[src/sv/bbmv_pkg.sv]
// ----------------------------------------------------------------------------
// bbmv_pkg
// shared types, constants and fixed-point helpers for the billboard
// model-view matrix core
// ----------------------------------------------------------------------------
package bbmv_pkg;

   localparam int DATA_W        = 32;
   localparam int ACC_W         = 67;
   localparam int SPRITE_W      = 15;
   localparam int SLOT_W        = 5;
   localparam int CSR_INDEX_W   = 3;
   localparam int CSR_DATA_W    = 64;
   localparam int FRAC_BITS_DEF = 16;
   localparam int MQ_DEPTH_DEF  = 2;
   localparam int RSP_DEPTH_DEF = 4;

   localparam logic [SLOT_W-1:0] SLOT_SPRITE = 5'd16;
   localparam logic [1:0]        ROT_LAST    = 2'd2;
   localparam logic [DATA_W-1:0] SAT_MAX     = 32'h7fff_ffff;
   localparam logic [DATA_W-1:0] SAT_MIN     = 32'h8000_0000;

   // view matrix element (col, row) sits at index {col, row}
   typedef logic [15:0][DATA_W-1:0] view_type;

   typedef struct packed {
      logic signed [DATA_W-1:0]   pos_x;
      logic signed [DATA_W-1:0]   pos_y;
      logic signed [DATA_W-1:0]   pos_z;
      logic signed [DATA_W-1:0]   scale_x;
      logic signed [DATA_W-1:0]   scale_y;
      logic signed [DATA_W-1:0]   scale_z;
      logic        [SPRITE_W-1:0] sprite_index;
   } req_type;

   typedef struct packed {
      logic signed [DATA_W-1:0] value;
      logic        [SLOT_W-1:0] slot;
      logic                     last;
   } rsp_type;

   // scaled rotation [col][row], position [axis], sprite index
   typedef struct packed {
      logic [2:0][2:0][DATA_W-1:0] rot;
      logic [2:0][DATA_W-1:0]      pos;
      logic [SPRITE_W-1:0]         sprite;
   } model_type;

   // round half up to frac fraction bits, saturate to 32 bits
   function automatic logic [DATA_W-1:0] round_sat(input logic signed [ACC_W-1:0] acc,
                                                   input int frac);
      logic signed [ACC_W-1:0]  half;
      logic signed [ACC_W-1:0]  sh;
      logic [ACC_W-DATA_W:0]    top;
      half = '0;
      half[frac-1] = 1'b1;
      sh = (acc + half) >>> frac;
      top = sh[ACC_W-1:DATA_W-1];
      if (top == '0 || top == '1) begin
         return sh[DATA_W-1:0];
      end else if (sh[ACC_W-1]) begin
         return SAT_MIN;
      end else begin
         return SAT_MAX;
      end
   endfunction

   function automatic view_type ident_view(input int frac);
      view_type v;
      v = '0;
      for (int i = 0; i < 4; i++) begin
         v[i*5] = DATA_W'(64'd1 << frac);
      end
      return v;
   endfunction

endpackage

[src/sv/bbmv_fifo.sv]
// ----------------------------------------------------------------------------
// bbmv_fifo
// small register queue with occupancy count
// ----------------------------------------------------------------------------
module bbmv_fifo #(
   parameter int WIDTH = bbmv_pkg::DATA_W,
   parameter int DEPTH = bbmv_pkg::MQ_DEPTH_DEF
) (
   input  logic                         clock,
   input  logic                         reset,
   input  logic                         push,
   input  logic [WIDTH-1:0]             data_in,
   output logic                         full,
   input  logic                         pop,
   output logic [WIDTH-1:0]             data_out,
   output logic                         empty,
   output logic [$clog2(DEPTH+1)-1:0]   count
);
   import bbmv_pkg::*;

   localparam int PTR_W = (DEPTH > 1) ? $clog2(DEPTH) : 1;
   localparam int CNT_W = $clog2(DEPTH+1);

   logic [WIDTH-1:0] mem_ff [DEPTH];
   logic [PTR_W-1:0] wr_ff, rd_ff;
   logic [CNT_W-1:0] cnt_ff;
   logic             do_push, do_pop;

   assign full     = (cnt_ff == CNT_W'(DEPTH));
   assign empty    = (cnt_ff == '0);
   assign count    = cnt_ff;
   assign data_out = mem_ff[rd_ff];
   assign do_push  = push && !full;
   assign do_pop   = pop && !empty;

   always_ff @(posedge clock) begin
      if (reset) begin
         wr_ff  <= '0;
         rd_ff  <= '0;
         cnt_ff <= '0;
      end else begin
         if (do_push) begin
            wr_ff <= (wr_ff == PTR_W'(DEPTH-1)) ? '0 : wr_ff + 1'b1;
         end
         if (do_pop) begin
            rd_ff <= (rd_ff == PTR_W'(DEPTH-1)) ? '0 : rd_ff + 1'b1;
         end
         case ({do_push, do_pop})
            2'b10:   cnt_ff <= cnt_ff + 1'b1;
            2'b01:   cnt_ff <= cnt_ff - 1'b1;
            default: cnt_ff <= cnt_ff;
         endcase
      end
      if (do_push) begin
         mem_ff[wr_ff] <= data_in;
      end
   end

endmodule

[config.mk]
export PLATFORM = sky130hd
export DESIGN_NAME = bbmv_fifo
export DESIGN_NICKNAME = d
export VERILOG_FILES = /design/src/sv/bbmv_pkg.sv /design/src/sv/bbmv_fifo.sv
export SDC_FILE = /design/constraint.sdc
export NUM_CORES = 1
export LEC_CHECK = 0
export BUFFER_PORTS_ARGS = -buffer_cell sky130_fd_sc_hd__buf_2
export CORE_MARGIN = 4
export CORE_UTILIZATION = 50
export CTS_CLUSTER_SIZE = 16
export DETAILED_ROUTE_END_ITERATION = 16
export GPL_TIMING_DRIVEN = 0
export PLACE_DENSITY_LB_ADDON = 0.05
export SETUP_SLACK_MARGIN = 0.15
export SYNTH_ARGS = -nofsm -noshare
export SYNTH_HDL_FRONTEND = slang
export SYNTH_SLANG_ARGS = --single-unit
[constraint.sdc]
create_clock -name clock -period 3.6 [get_ports clock]
set_input_delay 0.72 -clock clock [delete_from_list [all_inputs] [get_ports clock]]
set_output_delay 0.72 -clock clock [all_outputs]
set_load 0.01 [all_outputs]
==> results.txt <==
Outcome = finished, final reports clean
TritonCTS buffer count = 9
CTS Sinks = 69
Avg Inst Size Synth = 20.0 µm²
Max-slew violation count = 0
Crit-path max FO = 10
Hpwl dp = 2800 µm
Peak supply drop = 0.403 mV
Syn. warnings = 0
Clk_lat worst skew = 330 ps
Top cell type by total area after synthesis = edfxtp_1
Die width = 79.1 µm
GPL Wtd Cong = 0.682
Clock buffer depth = 2
Fraction of layout cells with a size suffix above 1 = 0.488
Highest clock rate = 0.426 GHz
Hold_ws = 490 ps
Die Span Y = 79.1 µm
Mapped cell area = 2520 µm²
RR Endpoint = mem_ff[0][28]
Largest net degree at the start of global routing = 33
Number of max-cap violations = 0
Die footprint = 6250 µm²
Tcrit/Tclk final = 0.653
GRT met1 Usage = 0.142
Global-route wire length before repair = 6280 µm
Setup crit end kind = output pin
CTS root buffer = clkbuf_8
Worst Hold Class = flip-flop to flip-flop
P per Cell Area = 721 nW/µm²
Vias = 1340
Top FF cell, synth = edfxtp_1
Synth Register Bits = 69
Critical path required time = 2880 ps
Vias in the first global route = 1377
Final Skew = 6.95 ps
Starting DRT DRC Count = 32
Setup violators final = 0
Gr usage total = 0.139
Core area = 4820 µm²
Most used cell along the critical path = buf_2
Yosys top cell area share = 0.761
CP Cell Sequence = clkbuf_1 > buf_2 > mux2_2 > buf_2
DR pass1 iterations = 4
Final setup TNS = 0 ps
Fillers = 366
Async set-reset flop share out of synthesis = 0
Setup crit end = data_out[3]
EDFF count, synth = 64
P&R area growth vs syn = 25.6%
Unique masters post-synth = 19
Initial antenna violation count = 0
Slowest cell on crit path = mux2_2
Critical path buffer and inverter count = 3
R2R setup slack = 1330 ps
RSZ-0062 raised after global routing = false
Critical R2R Launch = count[0]
Critical hold path startpoint = wr_ff
Slew @ Worst Pin = 1220 ps
WP depth = 4
Cts hold-fix bufs = 0
Port bufs = 71
Max incr delay on CP = 370 ps
Drt via density = 4.79
CP Launch Type = flip-flop
Layout Nets = 245
GR Overflow Total = 0
H-Tree Depth = 3
Arrival time at the worst endpoint = 1630 ps
Antenna diodes = 0
Period minus WS final = 2350 ps
Routed WL = 4090 µm
Met2 GRT Util = 0.235
Initial Utilization = 0.524
CTS tree = done
I/O pins = 72
Mapped Nets = 163
Postcts setup bufs = 0
Pleak = 0.00122 µW
Crit Path Class = flip-flop to output pin
Fin util = 0.658
# rows = 25
Post-Syn Instances = 126
GR peak layer = met2
Drt drc = 0
Worst R2R Path Depth = 4
Final Hold Viols = 0
Rel. slew slack = 0.187
Clk slew on worst S/H paths = 60 ps
Routed Antenna Nets = 0
CP delay by family, top = buffers and inverters
Sequential-to-total area share from yosys stat = 0.801
Met3 Resource Use GR = 0.0544
Synth area leaders = edfxtp_1, mux2_1, mux2_2, dfxtp_1, xnor2_1
Drt wl/cell = 14.6 µm
Post_cts resized = 0
[metrics by stage]
step	cells	power, µW	setup slack, ps	area (µm²)
3_5_place_dp	264	1670	1030	2960
5_1_grt	280	2400	1120	3170
2_1_floorplan	126	1440	1460	2520
4_1_cts	280	2320	1220	3170
3_3_place_gp	264	1650	1070	2960
6_report	280	2290	1250	3170
[sequential cells by signal (all words and copies together) (netlist names), named ones only]
name and count:
mem_ff 64, count 2, rd_ff 1, wr_ff 1
[cell usage after synthesis, drive strengths merged, types with 2 or more instances]
library cell,instances
edfxtp,64
mux2,32
dfxtp,5
nor2,4
buf,3
inv,3
a21oi,2
o21ai,2
or3,2
xnor2,2
[power by group]
group / internal (µW) / leakage (µW) / switching, µW / total, µW
Clock: 386 / 0.0000986 / 257 / 642
Combinational: 269 / 0.000484 / 316 / 585
Sequential: 1020 / 0.000640 / 39.6 / 1060
Total: 1670 / 0.00122 / 612 / 2290
[tightest hold or removal path: cells and delay by family (launching register included)]
kind               cells  cell delay (ps)
AOI/OAI and AO/OA      2              130
DFF                    1              310
[cell type report]
class / count / area, µm² / share of cell area
Buffer: 4 / 18.8 / 0.00592
Clock buffer: 11 / 131 / 0.0414
Clock inverter: 5 / 75.1 / 0.0237
Inverter: 3 / 11.3 / 0.00355
Multi-Input combinational cell: 50 / 474 / 0.150
Sequential cell: 69 / 2020 / 0.637
Tap cell: 67 / 83.8 / 0.0264
Timing Repair Buffer: 71 / 355 / 0.112
[routing by layer]
| metal | wire (µm) | share of wire |
|---|---|---|
| met5 | 0 | 0 |
| met4 | 114 | 0.028 |
| met3 | 327 | 0.080 |
| met2 | 2080 | 0.51 |
| met1 | 1570 | 0.38 |
[cell usage in the layout, fill, tap and decap left out, drive strengths merged]
cell      netlist  layout
o21ai           2       2
xor2            1       1
nand2b          1       1
buf             3      74
a21oi           2       2
or3             2       2
clkbuf          1      12
dfxtp           5       5
edfxtp         64      64
inv             3       3
nand2           1       1
and3            1       1
clkinvlp        0       1
nor2            4       4
bufinv          0       2
xnor2           2       2
o21a            1       1
clkinv          0       2
mux2           32      32
ha              1       1
[worst min path at each step]
| stage | endpoint | slack (ps) | cells after the start |
|---|---|---|---|
| after floorplan | wr_ff | 450 | 2 |
| after global placement | wr_ff | 470 | 2 |
| after detailed placement | wr_ff | 490 | 2 |
| after CTS | wr_ff | 500 | 2 |
| after global routing | wr_ff | 520 | 2 |
| final | wr_ff | 490 | 2 |
[logic make-up (layout without fill, tap and decap cells)]
family | Yosys count | in the layout | share of synthesized area
buf+inv | 7 | 94 | 0.0119
fa+ha+maj | 1 | 1 | 0.00495
xor+xnor | 3 | 3 | 0.0104
flops | 69 | 69 | 0.801
mux | 32 | 32 | 0.143
simple gates | 9 | 9 | 0.0183
compound gates | 5 | 5 | 0.0109
(Power assumes the default switching activity.)
