`src/sv/bbmv_pkg.sv`:
```
// ----------------------------------------------------------------------------
// bbmv_pkg
// shared types, constants and fixed-point helpers for the billboard
// model-view matrix core
// ----------------------------------------------------------------------------
package bbmv_pkg;

   localparam int DATA_W        = 32;
   localparam int ACC_W         = 67;
   localparam int SPRITE_W      = 15;
   localparam int SLOT_W        = 5;
   localparam int CSR_INDEX_W   = 3;
   localparam int CSR_DATA_W    = 64;
   localparam int FRAC_BITS_DEF = 16;
   localparam int MQ_DEPTH_DEF  = 2;
   localparam int RSP_DEPTH_DEF = 4;

   localparam logic [SLOT_W-1:0] SLOT_SPRITE = 5'd16;
   localparam logic [1:0]        ROT_LAST    = 2'd2;
   localparam logic [DATA_W-1:0] SAT_MAX     = 32'h7fff_ffff;
   localparam logic [DATA_W-1:0] SAT_MIN     = 32'h8000_0000;

   // view matrix element (col, row) sits at index {col, row}
   typedef logic [15:0][DATA_W-1:0] view_type;

   typedef struct packed {
      logic signed [DATA_W-1:0]   pos_x;
      logic signed [DATA_W-1:0]   pos_y;
      logic signed [DATA_W-1:0]   pos_z;
      logic signed [DATA_W-1:0]   scale_x;
      logic signed [DATA_W-1:0]   scale_y;
      logic signed [DATA_W-1:0]   scale_z;
      logic        [SPRITE_W-1:0] sprite_index;
   } req_type;

   typedef struct packed {
      logic signed [DATA_W-1:0] value;
      logic        [SLOT_W-1:0] slot;
      logic                     last;
   } rsp_type;

   // scaled rotation [col][row], position [axis], sprite index
   typedef struct packed {
      logic [2:0][2:0][DATA_W-1:0] rot;
      logic [2:0][DATA_W-1:0]      pos;
      logic [SPRITE_W-1:0]         sprite;
   } model_type;

   // round half up to frac fraction bits, saturate to 32 bits
   function automatic logic [DATA_W-1:0] round_sat(input logic signed [ACC_W-1:0] acc,
                                                   input int frac);
      logic signed [ACC_W-1:0]  half;
      logic signed [ACC_W-1:0]  sh;
      logic [ACC_W-DATA_W:0]    top;
      half = '0;
      half[frac-1] = 1'b1;
      sh = (acc + half) >>> frac;
      top = sh[ACC_W-1:DATA_W-1];
      if (top == '0 || top == '1) begin
         return sh[DATA_W-1:0];
      end else if (sh[ACC_W-1]) begin
         return SAT_MIN;
      end else begin
         return SAT_MAX;
      end
   endfunction

   function automatic view_type ident_view(input int frac);
      view_type v;
      v = '0;
      for (int i = 0; i < 4; i++) begin
         v[i*5] = DATA_W'(64'd1 << frac);
      end
      return v;
   endfunction

endpackage

```
`src/sv/bbmv_front.sv`:
```
// ----------------------------------------------------------------------------
// bbmv_front
// accepts particles and builds the scaled rotation part of the model matrix,
// one product per cycle, then hands the model to the back end queue
// ----------------------------------------------------------------------------
module bbmv_front #(
   parameter int FRAC_BITS = bbmv_pkg::FRAC_BITS_DEF
) (
   input  logic                  clock,
   input  logic                  reset,
   input  bbmv_pkg::view_type    view,
   input  logic                  push,
   output logic                  full,
   input  bbmv_pkg::req_type     req_data,
   output logic                  mq_push,
   input  logic                  mq_full,
   output bbmv_pkg::model_type   mq_data
);
   import bbmv_pkg::*;

   typedef enum logic [1:0] {ST_IDLE, ST_CALC, ST_FLUSH, ST_PUSH} state_type;

   state_type                    state_ff;
   req_type                      item_ff;
   logic [1:0]                   c_ff, r_ff, pc_ff, pr_ff;
   logic                         p_v_ff;
   logic signed [2*DATA_W-1:0]   prod_ff;
   logic [2:0][2:0][DATA_W-1:0]  rot_ff;
   logic signed [DATA_W-1:0]     view_op, scale_op;
   logic                         accept, push_done, step_last;

   assign push_done = (state_ff == ST_PUSH) && !mq_full;
   assign full      = !((state_ff == ST_IDLE) || push_done);
   assign accept    = push && !full;
   assign mq_push   = (state_ff == ST_PUSH);
   assign step_last = (c_ff == ROT_LAST) && (r_ff == ROT_LAST);

   always_comb begin
      mq_data.rot    = rot_ff;
      mq_data.pos[0] = item_ff.pos_x;
      mq_data.pos[1] = item_ff.pos_y;
      mq_data.pos[2] = item_ff.pos_z;
      mq_data.sprite = item_ff.sprite_index;
   end

   // model[c][r] = view(col r, row c) * scale[c]
   always_comb begin
      view_op = view[{r_ff, c_ff}];
      case (c_ff)
         2'd0:    scale_op = item_ff.scale_x;
         2'd1:    scale_op = item_ff.scale_y;
         default: scale_op = item_ff.scale_z;
      endcase
   end

   always_ff @(posedge clock) begin
      if (reset) begin
         state_ff <= ST_IDLE;
         p_v_ff   <= 1'b0;
      end else begin
         p_v_ff <= (state_ff == ST_CALC);
         case (state_ff)
            ST_IDLE: begin
               if (accept) begin
                  state_ff <= ST_CALC;
               end
            end
            ST_CALC: begin
               if (step_last) begin
                  state_ff <= ST_FLUSH;
               end
            end
            ST_FLUSH: begin
               state_ff <= ST_PUSH;
            end
            ST_PUSH: begin
               if (!mq_full) begin
                  state_ff <= accept ? ST_CALC : ST_IDLE;
               end
            end
            default: state_ff <= ST_IDLE;
         endcase
      end
      if (accept) begin
         item_ff <= req_data;
         c_ff    <= '0;
         r_ff    <= '0;
      end else if (state_ff == ST_CALC) begin
         if (r_ff == ROT_LAST) begin
            r_ff <= '0;
            c_ff <= c_ff + 1'b1;
         end else begin
            r_ff <= r_ff + 1'b1;
         end
      end
      if (state_ff == ST_CALC) begin
         prod_ff <= view_op * scale_op;
         pc_ff   <= c_ff;
         pr_ff   <= r_ff;
      end
      if (p_v_ff) begin
         rot_ff[pc_ff][pr_ff] <= round_sat(ACC_W'(prod_ff), FRAC_BITS);
      end
   end

   a_accept_starts: assert property (@(posedge clock) disable iff (reset)
      accept |=> state_ff == ST_CALC)
      else $error("accepted particle did not start the rotation pass");

   a_step_range: assert property (@(posedge clock) disable iff (reset)
      state_ff == ST_CALC |-> c_ff <= ROT_LAST && r_ff <= ROT_LAST)
      else $error("rotation step counter out of range");

endmodule

```
`config.mk`:
```
export PLATFORM = sky130hd
export DESIGN_NAME = bbmv_front
export DESIGN_NICKNAME = d
export VERILOG_FILES = /design/src/sv/bbmv_pkg.sv /design/src/sv/bbmv_front.sv
export SDC_FILE = /design/constraint.sdc
export NUM_CORES = 2
export LEC_CHECK = 0
export ABC_AREA = 1
export BUFFER_PORTS_ARGS = -buffer_cell sky130_fd_sc_hd__buf_2
export CAP_MARGIN = 10
export CELL_PAD_IN_SITES_DETAIL_PLACEMENT = 0
export CELL_PAD_IN_SITES_GLOBAL_PLACEMENT = 1
export CORE_AREA = 2 2 440 442
export CTS_CLUSTER_SIZE = 20
export DETAILED_ROUTE_END_ITERATION = 7
export DIE_AREA = 0 0 442 444
export PLACE_DENSITY_LB_ADDON = 0.08
export SYNTH_ARGS = -nofsm -noshare
export SYNTH_HDL_FRONTEND = slang
export SYNTH_SLANG_ARGS = --single-unit
```
`constraint.sdc`:
```
create_clock -name clock -period 11.6 [get_ports clock]
set_input_delay 0 -clock clock [delete_from_list [all_inputs] [get_ports clock]]
set_output_delay 0 -clock clock [all_outputs]
set_load 0.02 [all_outputs]
```
==> results.cfg <==
[placement]
dp_hpwl_um = 219100
placed_cell_area_um2 = 68260
routability_congestion = 0.9876
port_buffers = 1123

[global_route]
gr-usage-met1_pct = 35.02
grt_first_pass_wirelength_um = 379100
use_met3_pct = 3.676
number_of_global_route_vias_before_repair = 52911
grt_most_used_layer = met2
global_route.usage.total_pct = 26.68
grt_overflow = 0
grt_antenna_before_repair = 31
grtUsageMet2_pct = 46.11
grt_max_degree = 131

[cts]
cts_setup_buffers = 0
cts-root-buf = sky130_fd_sc_hd__clkbuf_16
tritoncts.num_buffers = 58
clk_pin_slew_ps = 60
post_cts.resized_instances = 0
cts.hold.buffers_added = 230
worstSkewPairLatency_ps = 690
clock_sink_count = 555
tritoncts = done
cts.path.max_buffers = 3
cts-htree-levels = 2

[logic_synthesis]
synth_largest_type_area_fraction_pct = 36.07
ys_seq_elements = 555
ys.flop_type = sky130_fd_sc_hd__edfxtp_1
yosys.area.top_type = sky130_fd_sc_hd__fa_1
synth-seq-area-share_pct = 27.64
syn_area_um2 = 60050
most_area_consuming_cells_after_synthesis = sky130_fd_sc_hd__fa_1 36%, sky130_fd_sc_hd__edfxtp_1 27%, sky130_fd_sc_hd__inv_1 7.3%, sky130_fd_sc_hd__nand2_1 6.3%, sky130_fd_sc_hd__nor2_1 5.8%
syn-num-nets = 8245
synth-compound-area-share_pct = 5.918
synthCells = 6253
synthMuxAreaShare_pct = 0
syn-mean-instance-area_um2 = 9.603
postSynth.asyncResetShare_pct = 0
synthXorXnorAreaFrac_pct = 1.444
combinational_family_with_the_most_area_after_synthesis = adder cells
synth_common_cells = 1168 x sky130_fd_sc_hd__inv_1, 1082 x sky130_fd_sc_hd__fa_1, 1013 x sky130_fd_sc_hd__nand2_1
yosys_warnings = 0
yosys.area_share.adder_pct = 39.97
synthMostInstantiatedCell = sky130_fd_sc_hd__inv_1
synth_simple_gate_area_share_pct = 14.19
number_of_library_cell_types_mapped_by_synthesis = 58
synth-edff-count = 548

[timing]
final_critical_path_time_including_i_o_delays_and_setup_ps = 10590
max_clock_freq_ghz = 0.09442
setup_viol = 0
final_max_slew_viol_count = 0
fin_skew_ps = 37.41
min_period_over_period_pct = 91.30
max_slew_margin_pct = 21.04
worst-slew-pin-transition_ps = 1177
fin_tns_setup_ps = 0
finalHoldViolations = 0
rsz_0062_raised_after_global_routing = false

[final_layout]
area_growth_pct = 20.88
regArea_um2 = 16600
multi_input_area_um2 = 37120
design_area_um2 = 72580
final_nets = 9443
filler_cell_count = 19771
post_route_cells_drive_above_1_share_pct = 19.69

[floorplan]
core-area_um2 = 191600
initial_core_util_pct = 31.34
dieWidth_um = 442
floorplan.io_pins = 1124
fp.dieArea_um2 = 196200
number_of_core_rows = 161
die_height_um = 444

[detailed_routing]
num_vias = 48707
detail_route.wl_per_cell_um = 26.11
drt-pass1-iter-count = 5
vias_per_cell = 4.852
drt_iter0_drc = 3252
drcViolationCount = 0
residual_antenna_violating_net_count_after_detailed_routing = 0
finalWirelength_um = 262100

[worst_setup_path]
timing.rr.start = c_ff[0]$_SDFFE_PP0P_
reg2regPathDepth = 29
regToRegEndpoint = prod_ff[57]$_DFFE_PP_
worst_setup_path_start_kind = flip-flop
criticalPathCategory = reg2reg
timing.critical_path.to_type = flip-flop
critPathSlowestCell = sky130_fd_sc_hd__inv_1
worst-endpoint-arrival_ps = 11000
worst_path_largest_cell_delay_ps = 840
worst-endpoint-required_ps = 12010
reg2reg_slack_ps = 1010
timing.critical_path.fanout_max = 87
cp_common_cell = sky130_fd_sc_hd__fa_1

[job]
cap_viol_max_count = 0

[min_path]
min_delay_path_depth = 2
worstHoldStart = req_data[6]
timing.hold.worst_endpoint = mq_data[6]$_DFFE_PP_
path_category_of_the_worst_min_delay_check = in2reg

[outcome]
outcome = completed
[sequential cells by signal (all words and copies together), names as in the netlist]
| register | flops |
|---|---|
| state_ff | 2 |
| mq_data | 399 |
| pc_ff | 2 |
| prod_ff | 49 |
| p_v_ff | 1 |
| pr_ff | 2 |
| item_ff | 96 |
| c_ff | 2 |
| r_ff | 2 |
[layout by cell type, fill, tap and decap left out, drive strengths merged, types with 142 or more instances in the layout]
| master | netlist | routed |
|---|---|---|
| nor2 | 935 | 935 |
| edfxtp | 548 | 548 |
| nand2 | 1018 | 1018 |
| ha | 187 | 187 |
| a21oi | 142 | 142 |
| o21ai | 311 | 311 |
| fa | 1082 | 1082 |
| inv | 1193 | 1196 |
| dlygate4sd3 | 0 | 230 |
| buf | 203 | 1276 |
[final cells by class]
cell class,instances,share of cell area [%]
multi-input cells,4121,51.14
flip-flops and latches,555,22.87
repair buffers,1506,12.58
inverters,1209,6.266
well taps,2526,4.354
clock buffers,66,2.041
clock inverters,41,0.6930
diodes,14,0.04827
[worst max-delay path, delay by kind of cell (launching register included)]
kind | cells | cell delay, ps
AOI/OAI and AO/OA | 4 | 980
DFF | 1 | 760
xor gates and xnor gates | 1 | 120
buffers and inverters | 7 | 1520
adders and majority gates | 10 | 5080
and+or+nand+nor | 7 | 1790
[worst max path at each step]
stage	slack (ps)	cells after the start	to	startpoint
floorplan	370	9	state_ff[0]$_SDFFE_PP0P_	state_ff[0]$_SDFFE_PP0P_
global placement	1030	29	prod_ff[53]$_DFFE_PP_	c_ff[0]$_SDFFE_PP0P_
detailed placement	1090	29	prod_ff[53]$_DFFE_PP_	c_ff[0]$_SDFFE_PP0P_
CTS	1070	29	prod_ff[57]$_DFFE_PP_	c_ff[0]$_SDFFE_PP0P_
global route	590	34	prod_ff[60]$_DFFE_PP_	c_ff[0]$_SDFFE_PP0P_
finish	1010	29	prod_ff[57]$_DFFE_PP_	c_ff[0]$_SDFFE_PP0P_
[per-layer routing]
layer  vias to the layer above  wire (µm)
met1                     25363     112200
li1                      21476          -
met3                       269      13680
met2                      1587     128500
met5                         -         76
met4                        12       7596
[per-stage QoR]
step                      instances  worst slack [ps]  hold WS, ps  utilization [%]
after global routing          10032             593.8        26.37            37.88
after CTS                     10024              1069       0.4324            37.87
final                         10038              1009        54.37            37.89
after floorplan                6253             371.5        69.07                -
after global placement         9687              1032        177.1            35.63
after detailed placement       9687              1089        178.4            35.63
[logic make-up after synthesis]
kind of cell,after synthesis
and+or+nand+nor,2116
buffers and inverters,1577
adders and majority gates,1269
AOI/OAI and AO/OA,637
DFF,555
xor gates and xnor gates,99
Power is left out: the tool's default activity adds up to more than one toggle a clock period on the data nets, which glitch-free logic cannot reach.
